<file path="config.mk">
export PLATFORM = sky130hd
export DESIGN_NAME = two_class_priority_queue_cancel_top
export DESIGN_NICKNAME = d
export VERILOG_FILES = /design/src/sv/tcpq_pkg.sv /design/src/sv/two_class_priority_queue_cancel_top.sv /design/src/sv/tcpq_cell.sv
export SDC_FILE = /design/constraint.sdc
export NUM_CORES = 2
export LEC_CHECK = 0
export BUFFER_PORTS_ARGS = -buffer_cell sky130_fd_sc_hd__clkbuf_2
export CORE_MARGIN = 2
export CORE_UTILIZATION = 55
export DETAILED_ROUTE_END_ITERATION = 7
export PLACE_DENSITY = 0.72
export SLEW_MARGIN = 20
export SYNTH_ARGS = -nofsm -noshare
export SYNTH_HDL_FRONTEND = slang
export SYNTH_HIERARCHICAL = 1
export SYNTH_SLANG_ARGS = --single-unit
</file>
<file path="constraint.sdc">
create_clock -name clk -period 7.58 [get_ports clk]
set_input_delay 0.379 -clock clk [delete_from_list [all_inputs] [get_ports clk]]
set_output_delay 0.379 -clock clk [all_outputs]
set_load 0.02 [all_outputs]
</file>
<file path="src/sv/tcpq_pkg.sv">
// shared types and constants for the two-class priority queue
// depends on: nothing
package tcpq_pkg;

  localparam int DEPTH   = 16;
  localparam int IDX_W   = $clog2(DEPTH);
  localparam int OCC_W   = 5;
  localparam int CNT_W   = ($clog2(DEPTH + 1) > OCC_W) ? $clog2(DEPTH + 1) : OCC_W;
  localparam int KEY_W   = 30;
  localparam int PLD_W   = 16;
  localparam int CAP_W   = 5;
  localparam logic [CAP_W-1:0] CAP_RESET = CAP_W'(10);

  typedef enum logic [1:0] {
    CMD_INS_REG  = 2'd0,
    CMD_INS_CRIT = 2'd1,
    CMD_TAKE     = 2'd2,
    CMD_CANCEL   = 2'd3
  } cmd_t;

  typedef enum logic [2:0] {
    STATUS_OK          = 3'd0,
    STATUS_FULL        = 3'd1,
    STATUS_EMPTY_QUEUE = 3'd2,
    STATUS_NOT_FOUND   = 3'd3,
    STATUS_EMPTY_KEY   = 3'd4
  } status_t;

  typedef struct packed {
    cmd_t             command;
    logic [KEY_W-1:0] entry_key;
    logic [PLD_W-1:0] entry_payload;
  } in_t;

  typedef struct packed {
    status_t          status;
    logic [KEY_W-1:0] out_key;
    logic [PLD_W-1:0] out_payload;
    logic             out_critical;
    logic [OCC_W-1:0] occupancy;
  } out_t;

  typedef struct packed {
    logic [KEY_W-1:0] key;
    logic [PLD_W-1:0] payload;
    logic             critical;
  } slot_t;

  typedef enum logic [1:0] {
    OP_HOLD   = 2'd0,
    OP_INSERT = 2'd1,
    OP_REMOVE = 2'd2
  } cell_op_t;

  // broadcast from the controller to every cell
  typedef struct packed {
    cell_op_t         op;
    logic [IDX_W-1:0] pos;
    slot_t            new_slot;
    logic [KEY_W-1:0] match_key;
  } cell_ctl_t;

endpackage

</file>
<file path="src/sv/two_class_priority_queue_cancel_top.sv">
// top level of the two-class priority queue with keyed cancel
// depends on: tcpq_pkg, tcpq_cell
//
// Bounded queue of up to DEPTH entries kept in a row of cells, head in cell 0.
// Each command passes through the idle and execute states: in idle the transfer
// latches the command; the execute state then runs the key compare in every
// cell, finds the first match, and shifts the row by one place (right of the
// insert point for an insert, left from the removed slot for take or cancel)
// while the result is written to the output register. The block then returns
// to idle and takes no new command before the last one has executed.
// A finished result may wait in the output register while the next command is
// accepted; that command then holds in its execute cycle until the output
// register is free. Critical entries always sit ahead of regular ones. The
// capacity register (cfg_wdata, reset 10) is clipped to DEPTH; zero refuses
// every insert. Write it only while no command is in flight. There is no
// clearing pass after reset: slots beyond the entry count are never looked at.
module two_class_priority_queue_cancel_top import tcpq_pkg::*; (
  input  logic             clk,
  input  logic             rst_n,
  input  logic             in_valid,
  output logic             in_ready,
  input  in_t              in_data,
  output logic             out_valid,
  input  logic             out_ready,
  output out_t             out_data,
  input  logic             cfg_we,
  input  logic [CAP_W-1:0] cfg_wdata
);

  typedef enum logic {
    ST_IDLE,
    ST_EXEC
  } state_t;

  state_t           state_r;
  in_t              cmd_r;
  logic             out_valid_r;
  out_t             out_data_r;
  logic [CNT_W-1:0] count_r;
  logic [CNT_W-1:0] crit_r;
  logic [CAP_W-1:0] max_entries_r;

  // cell row
  cell_ctl_t        ctl;
  slot_t            slots [DEPTH];
  logic [DEPTH-1:0] cell_match;

  // execute-cycle results
  logic             exec_fire;
  logic [CNT_W-1:0] cap;
  logic [DEPTH-1:0] match_vec;
  logic [DEPTH-1:0] first_oh;
  logic [DEPTH-1:0] sel_oh;
  logic [IDX_W-1:0] rem_pos;
  slot_t            rem_slot;
  out_t             out_nxt;
  logic [CNT_W-1:0] count_nxt;
  logic [CNT_W-1:0] crit_nxt;

  // execute only when the output register is free or being drained
  assign exec_fire = (state_r == ST_EXEC) && (!out_valid_r || out_ready);

  // one command at a time; the output register decouples the result side
  assign in_ready = (state_r == ST_IDLE);

  // effective capacity: register value clipped to the slot count
  assign cap = (CNT_W'(max_entries_r) < CNT_W'(DEPTH)) ? CNT_W'(max_entries_r)
                                                       : CNT_W'(DEPTH);

  // only slots below the entry count take part in the key search
  always_comb begin
    for (int i = 0; i < DEPTH; i++) begin
      match_vec[i] = cell_match[i] && (CNT_W'(i) < count_r);
    end
  end

  // first match from the head, as one-hot and as an index
  assign first_oh = match_vec & (~match_vec + DEPTH'(1));
  assign sel_oh   = (cmd_r.command == CMD_TAKE) ? DEPTH'(1) : first_oh;

  always_comb begin
    rem_pos  = '0;
    rem_slot = '0;
    for (int i = 0; i < DEPTH; i++) begin
      if (sel_oh[i]) begin
        rem_pos  = rem_pos | IDX_W'(i);
        rem_slot = rem_slot | slots[i];
      end
    end
  end

  // command decode: result, new counts and the row shift
  always_comb begin
    out_nxt   = '0;
    count_nxt = count_r;
    crit_nxt  = crit_r;
    ctl.op    = OP_HOLD;
    ctl.pos   = '0;
    ctl.new_slot.key      = cmd_r.entry_key;
    ctl.new_slot.payload  = cmd_r.entry_payload;
    ctl.new_slot.critical = (cmd_r.command == CMD_INS_CRIT);
    ctl.match_key = cmd_r.entry_key;
    out_nxt.status = STATUS_OK;

    unique case (cmd_r.command)
      CMD_INS_REG, CMD_INS_CRIT: begin
        if (count_r >= cap) begin
          out_nxt.status = STATUS_FULL;
        end else if (cmd_r.entry_key == '0) begin
          out_nxt.status = STATUS_EMPTY_KEY;
        end else begin
          ctl.op    = OP_INSERT;
          // critical goes behind the last critical entry, regular to the tail
          ctl.pos   = (cmd_r.command == CMD_INS_CRIT) ? crit_r[IDX_W-1:0]
                                                      : count_r[IDX_W-1:0];
          count_nxt = count_r + CNT_W'(1);
          if (cmd_r.command == CMD_INS_CRIT) begin
            crit_nxt = crit_r + CNT_W'(1);
          end
        end
      end
      CMD_TAKE, CMD_CANCEL: begin
        if (count_r == '0) begin
          out_nxt.status = STATUS_EMPTY_QUEUE;
        end else if (sel_oh == '0) begin
          out_nxt.status = STATUS_NOT_FOUND;
        end else begin
          ctl.op               = OP_REMOVE;
          ctl.pos              = rem_pos;
          out_nxt.out_key      = rem_slot.key;
          out_nxt.out_payload  = rem_slot.payload;
          out_nxt.out_critical = rem_slot.critical;
          count_nxt            = count_r - CNT_W'(1);
          if (rem_slot.critical && crit_r != '0) begin
            crit_nxt = crit_r - CNT_W'(1);
          end
        end
      end
      default: out_nxt.status = STATUS_OK;
    endcase

    out_nxt.occupancy = count_nxt[OCC_W-1:0];

    // the row only moves in the cycle the command commits
    if (!exec_fire) begin
      ctl.op = OP_HOLD;
    end
  end

  // the cell row: cell 0 is the head
  for (genvar g = 0; g < DEPTH; g++) begin : g_cell
    slot_t left_s;
    slot_t right_s;

    if (g == 0) begin : g_head
      assign left_s = ctl.new_slot;
    end else begin : g_body
      assign left_s = slots[g-1];
    end

    if (g == DEPTH - 1) begin : g_tail
      assign right_s = slots[g];
    end else begin : g_inner
      assign right_s = slots[g+1];
    end

    tcpq_cell u_cell (
      .clk        (clk),
      .cell_idx   (IDX_W'(g)),
      .ctl        (ctl),
      .left_slot  (left_s),
      .right_slot (right_s),
      .slot       (slots[g]),
      .key_match  (cell_match[g])
    );
  end

  // control state and registered outputs
  always_ff @(posedge clk) begin
    if (!rst_n) begin
      state_r       <= ST_IDLE;
      out_valid_r   <= 1'b0;
      count_r       <= '0;
      crit_r        <= '0;
      max_entries_r <= CAP_RESET;
    end else begin
      if (cfg_we) begin
        max_entries_r <= cfg_wdata;
      end
      unique case (state_r)
        ST_IDLE: begin
          if (in_valid) begin
            state_r <= ST_EXEC;
          end
          if (out_ready) begin
            out_valid_r <= 1'b0;
          end
        end
        ST_EXEC: begin
          if (exec_fire) begin
            state_r     <= ST_IDLE;
            out_valid_r <= 1'b1;
            count_r     <= count_nxt;
            crit_r      <= crit_nxt;
          end
        end
        default: state_r <= ST_IDLE;
      endcase
    end
  end

  // payload registers, no reset
  always_ff @(posedge clk) begin
    if (in_valid && in_ready) begin
      cmd_r <= in_data;
    end
    if (exec_fire) begin
      out_data_r <= out_nxt;
    end
  end

  assign out_valid = out_valid_r;
  assign out_data  = out_data_r;

endmodule

</file>
<file path="src/sv/tcpq_cell.sv">
// one queue slot of the cell row: holds an entry, shifts toward either neighbor
// depends on: tcpq_pkg
module tcpq_cell import tcpq_pkg::*; (
  input  logic             clk,
  input  logic [IDX_W-1:0] cell_idx,
  input  cell_ctl_t        ctl,
  input  slot_t            left_slot,
  input  slot_t            right_slot,
  output slot_t            slot,
  output logic             key_match
);

  slot_t slot_r;
  slot_t slot_nxt;

  always_comb begin
    slot_nxt = slot_r;
    unique case (ctl.op)
      OP_INSERT: begin
        if (cell_idx > ctl.pos) begin
          slot_nxt = left_slot;
        end else if (cell_idx == ctl.pos) begin
          slot_nxt = ctl.new_slot;
        end
      end
      OP_REMOVE: begin
        if (cell_idx >= ctl.pos) begin
          slot_nxt = right_slot;
        end
      end
      OP_HOLD: slot_nxt = slot_r;
      default: slot_nxt = slot_r;
    endcase
  end

  always_ff @(posedge clk) begin
    slot_r <= slot_nxt;
  end

  assign slot      = slot_r;
  assign key_match = (slot_r.key == ctl.match_key);

endmodule

</file>
Word level (Yosys, flattened, before mapping) --
Index checks and enable logic that the tools add are counted.
Word-level totals: bits in registers 872, latch bits 0, RAM bits 0, ROM bits 0, output and inout bits 57, logic and storage cells 384, memories 0
Cells by class: add/sub/neg operators 5, multiply operators 0, div/mod/pow operators 0, magnitude comparators 49, equal/unequal tests 74, shift operators 0, muxes and demuxes 125, bitwise gates (word level) 19, reductions and logical operators 51
Operator list (count):
- two-way mux 47 bit | 63
- one-hot mux 47 bit (2 select lines) | 15
- OR 47 bit | 15
- == test 30 bit | 16
- two-way mux 5 bit | 13
- != test 3 x 1 -> 1 bit, second input constant | 15
- AND reduction 3 bit | 15
- less-than comparator 4 x 5 -> 1 bit, first input constant | 8
- two-way mux 4 bit | 9
- != test 2 x 1 -> 1 bit, second input constant | 18
- == test 4 bit, first input constant | 8
- > comparator 4 bit, first input constant | 8
- zero test 30 bit | 1
- greater-or-equal comparator 4 bit, first input constant | 7
- less-than comparator 3 x 5 -> 1 bit, first input constant | 4
- one-hot mux 5 bit (2 select lines) | 2
- logical AND 1 bit | 19
- two-way mux 3 bit | 6
- adder 16 x 1 -> 16 bit, second input constant | 1
- bitwise AND 16 bit | 1
- == test 3 x 4 -> 1 bit, first input constant | 4
- greater-or-equal comparator 3 x 4 -> 1 bit, first input constant | 4
- > comparator 3 x 4 -> 1 bit, first input constant | 4
- zero test 16 bit | 1
- other kinds (35) | 66

Longest topological paths before layout --
word-level depth 42, gate-level depth with buffers 21, depth with buffers taken out 18

Hierarchy --
The synthesis kept the hierarchy.
Modules (own cells, without submodules):
- tcpq_cell | instances 16, cells each 219, area each 2768.9 sq um, seq. area each 1411.4 sq um
- two_class_priority_queue_cancel_top | instances 1, cells each 1056, area each 9630.5 sq um, seq. area each 3433.3 sq um

Worst setup path after synthesis --
OpenSTA, ideal clock, no wires.
path kind register to register, from reg cmd_r[40] in the netlist's numbering, to reg g_cell[0].u_cell.slot_r, in the netlist g_cell[0].u_cell/slot[0] (enable), library setup time 467 ps, arrival 7048 ps, setup slack 65 ps, cell stages (with the launch flop) 16, period minus slack after synthesis 7515 ps, cell sequence edfxtp_1 xor2_1 nor4_1 nand3_1 nor4_1 a21oi_1 o21ai_1 nor4b_1 or4_1 a2111oi_0 o22ai_1 ha_1 nand2b_1 a21oi_1 o21a_1 a21oi_1
RTL lines:
- start: declaration | RTL line two_class_priority_queue_cancel_top.sv:36 | in_t cmd_r;
- start signal: assignment | RTL line two_class_priority_queue_cancel_top.sv:215 | cmd_r <= in_data;
- end signal: assignment | RTL line tcpq_cell.sv:37 | slot_r <= slot_nxt;
- end: declaration | RTL line tcpq_cell.sv:13 | slot_t slot_r;

==> metrics.cfg <==
[pwr]
ir_drop_mv = 0.194
clock_power_share = 0.363
p_seq_frac = 0.456
power_leakage_uw = 0.0210
p_int_uw = 9650
swShare = 0.294
combPwrFrac = 0.181
p_sw_uw = 4010
power_density_nw_per_um2 = 227

[routing]
wire_per_inst_um = 32.0
route.vias.total = 44968
drtIter0Drc = 7085
drc_errors = 1
avgViaCountPerCell = 7.42
postRouteWirelength_um = 194000
drt.antenna.violating_nets = 0
dr.pass1.iters = 8

[timing]
slew_violations = 0
post-route-period-util = 0.947
finalSetupTns_ns = 0
layout_min_cycle_time_ns = 7.17
fin_ws_ns = 0.405
finalHoldViolCount = 0
fmax_mhz = 139
setup_violations = 0
grt_setup_unrepaired = false
slew_headroom = 0.260
tightest_slew_ns = 1.11
clock_skew_ns = 0.0334

[cts]
cts_resized = 0
h-tree-depth = 3
clock-sinks = 872
clk_path_buf_depth = 3
cts_root_buf = clkbuf_16
path_clk_slew_ns = 0.06
cts_tree = done
clock_latency_ns = 0.71
cts_buffers = 99

[placed_design]
io_buffer_count = 114
gp_congestion = 0.947
dp_slack_ns = 0.579
dp_hpwl_um = 118000

[synthesis]
synth_top_area_share = 0.476
synth_enable_flop_cells = 855
synth_async_sr_flop_share = 0
ys.flop_type = edfxtp_1
synth_seq_area_share = 0.482
postSynthCellCount = 4560
synthTopCellsByArea = edfxtp_1 (48%), a221o_1 (14%), and2_1 (8.8%)
synth_cell_types = 79
syn_avg_cell_area_um2 = 11.8
synth-seq-cells = 872
yosysTopAreaCell = edfxtp_1
synth_warnings = 6
netlist_area_um2 = 53900

[global_routing]
grt_pass1_wl_um = 287000
grt_start_max_net_pins = 55
overflow = 0
first_global_vias = 43605
grt_use_total = 0.377
antenna_found_initial = 1

[floorplan]
core_um2 = 97000
die_h_um = 317
ios = 115
die_x_um = 317
start_util = 0.556
die_area_um2 = 101000
core.rowCount = 114

[worst_setup_path]
cp_cell_sequence = buf_4, xor2_1, nor4_1, nand4_1, nor4_1, nand2_1, nor4_1, nor3b_2, buf_4, or4_1, o21ai_0, o21ai_1, buf_4, inv_1, ha_1, and4_4, o21bai_1, o221a_2, buf_12, a221o_1
end_kind = flip-flop
crit_slowest_cell = o221a_2
cp_max_fo = 47
arrival_ns = 7.74
cp_slowest_stage_delay_ns = 0.89
critical_path_required_ns = 8.15
crit_type = flip-flop to flip-flop
critical_path.top_delay_family = simple AND/OR/NAND/NOR gates
cp_num_buf_inv = 5
start_kind = flip-flop

[layout]
final_nets = 4836
seqCellArea_um2 = 26000
nFillCells = 7711
antenna_cells = 0
drive_above_1_share = 0.112
multi_input_area_um2 = 26400
area_growth_pct = 11.8

[status]
violations = design-rule violations
status = finished, violations left

[job]
maxCapViolations = 0

[min_path]
hold_path_class = input pin to flip-flop

worst paths after layout:
path,depth (start not counted),slack [ns],start,end
hold / removal,3,0.05,cfg_we,max_entries_r[3]
setup reg to reg,20,0.41,cmd_r[32],g_cell[13].u_cell/slot[5]
setup / recovery,20,0.41,cmd_r[32],g_cell[13].u_cell/slot[5]
hold reg to reg,2,0.47,crit_r[4],crit_r[4]
registers in the layout (all words and copies together) (netlist names):
signal,count
cmd_r,48
g_cell.u_cell/slot,752
count_r,5
state_r,1
crit_r,5
out_valid,1
max_entries_r,5
out_data,55
area by class of cell:
| cell class | instances | share of cell area |
|---|---|---|
| flip-flops and latches | 872 | 0.431 |
| well taps | 1276 | 0.0265 |
| repair buffers | 325 | 0.0455 |
| multi-input cells | 3316 | 0.437 |
| clock buffers | 118 | 0.0438 |
| clock inverters | 64 | 0.0101 |
| inverters | 87 | 0.00542 |
kinds of logic (layout without fill, tap and decap cells):
kind of cell / after synthesis / after routing / synth area share
fa+ha+maj: 77 / 77 / 0.0180
xor+xnor: 484 / 484 / 0.0786
other cells: 2 / 64 / 0.000139
simple gates: 1335 / 1335 / 0.149
buf+inv: 434 / 594 / 0.0442
flops: 872 / 872 / 0.482
compound gates: 1333 / 1333 / 0.223
mux: 23 / 23 / 0.00427
cell usage after synthesis, types with 6 or more instances:
| cell type | instances |
|---|---|
| nand2b_1 | 54 |
| buf_4 | 48 |
| o21a_1 | 18 |
| ha_1 | 76 |
| dfxtp_1 | 17 |
| nor2b_1 | 39 |
| buf_2 | 69 |
| a221oi_1 | 68 |
| inv_1 | 86 |
| xnor2_1 | 161 |
| nor2_1 | 66 |
| a31oi_1 | 28 |
| nand2_1 | 89 |
| o211ai_1 | 8 |
| a221o_1 | 752 |
| a21o_1 | 8 |
| a211oi_1 | 21 |
| nor3_1 | 35 |
| clkbuf_1 | 157 |
| edfxtp_1 | 855 |
| nand3_1 | 25 |
| buf_1 | 8 |
| a222oi_1 | 75 |
| xor2_1 | 323 |
| mux2i_1 | 23 |
| o221a_2 | 16 |
| nor4_1 | 105 |
| a22oi_1 | 61 |
| buf_6 | 65 |
| and2_1 | 756 |
| a21boi_0 | 6 |
| a21oi_1 | 108 |
| nand4_1 | 81 |
| o21bai_1 | 33 |
| and3_1 | 34 |
| and4_4 | 16 |
| a22o_1 | 75 |
| o21ai_0 | 20 |
metrics by stage:
step	std cells	hold WS [ns]	instance area [um^2]	total power, uW	utilization
3_5_place_dp	5820	0.461	56500	8660	0.582
5_1_grt	6058	0.0767	60300	14000	0.622
6_report	6058	0.0521	60300	13700	0.622
3_3_place_gp	5820	0.448	56500	8600	0.582
4_1_cts	6057	0.0275	60300	13600	0.621
2_1_floorplan	4622	0.437	54200	7900	-
placed cells by master (no fill, tap or decap), types with 23 or more instances in the layout:
cell type and count:
a222oi_1 75, a221oi_1 68, and3_1 32, ha_1 76, conb_1 64, nand3_1 25, inv_1 85, xnor2_1 161
nor2_1 62, o21bai_1 33, a221o_1 752, clkbuf_2 114, and2_1 756, edfxtp_1 855, nor3_1 32, a21oi_1 91
clkbuf_16 102, a22oi_1 61, buf_12 36, nor4_1 105, mux2i_1 23, a31oi_1 28, buf_4 120, a22o_1 75
dlygate4sd3_1 55, nand2_1 89, nand4_1 81, xor2_1 323, clkinv_2 25, nand2b_1 54
power groups by stage:
stage	Sequential [uW]	Combinational [uW]	Clock [uW]
2_1_floorplan	6240	1650	0
3_3_place_gp	6320	2280	0
3_5_place_dp	6320	2340	0
4_1_cts	6220	2370	4970
5_1_grt	6260	2580	5140
6_report	6240	2470	4950
metal layers:
metal  part of all wire  wire length, um  global-route usage  vias to the layer above
li1                   -                -                   -                    18576
met1               0.36            69500               0.485                    22110
met2               0.46            88400               0.594                     3517
met3               0.11            21400              0.0658                      763
met4              0.074            14400               0.237                        2
met5           0.000072               14                   0                        -
worst register-to-register path: stages, from the launching register on:
cell and delay (ns):
edfxtp_1 0.75, buf_4 0.37, xor2_1 0.12, nor4_1 0.43, nand4_1 0.36, nor4_1 0.59
nand2_1 0.12, nor4_1 0.48, nor3b_2 0.29, buf_4 0.69, or4_1 0.22, o21ai_0 0.09
o21ai_1 0.10, buf_4 0.28, inv_1 0.09, ha_1 0.30, and4_4 0.24, o21bai_1 0.11
o221a_2 0.89, buf_12 0.32, a221o_1 0.21
what timing repair did:
action,in CTS,in global routing
hold endpoints to repair,55,0
buffers inserted,0,0
hold buffers,55,0
Power figures use the tool's default switching activity.
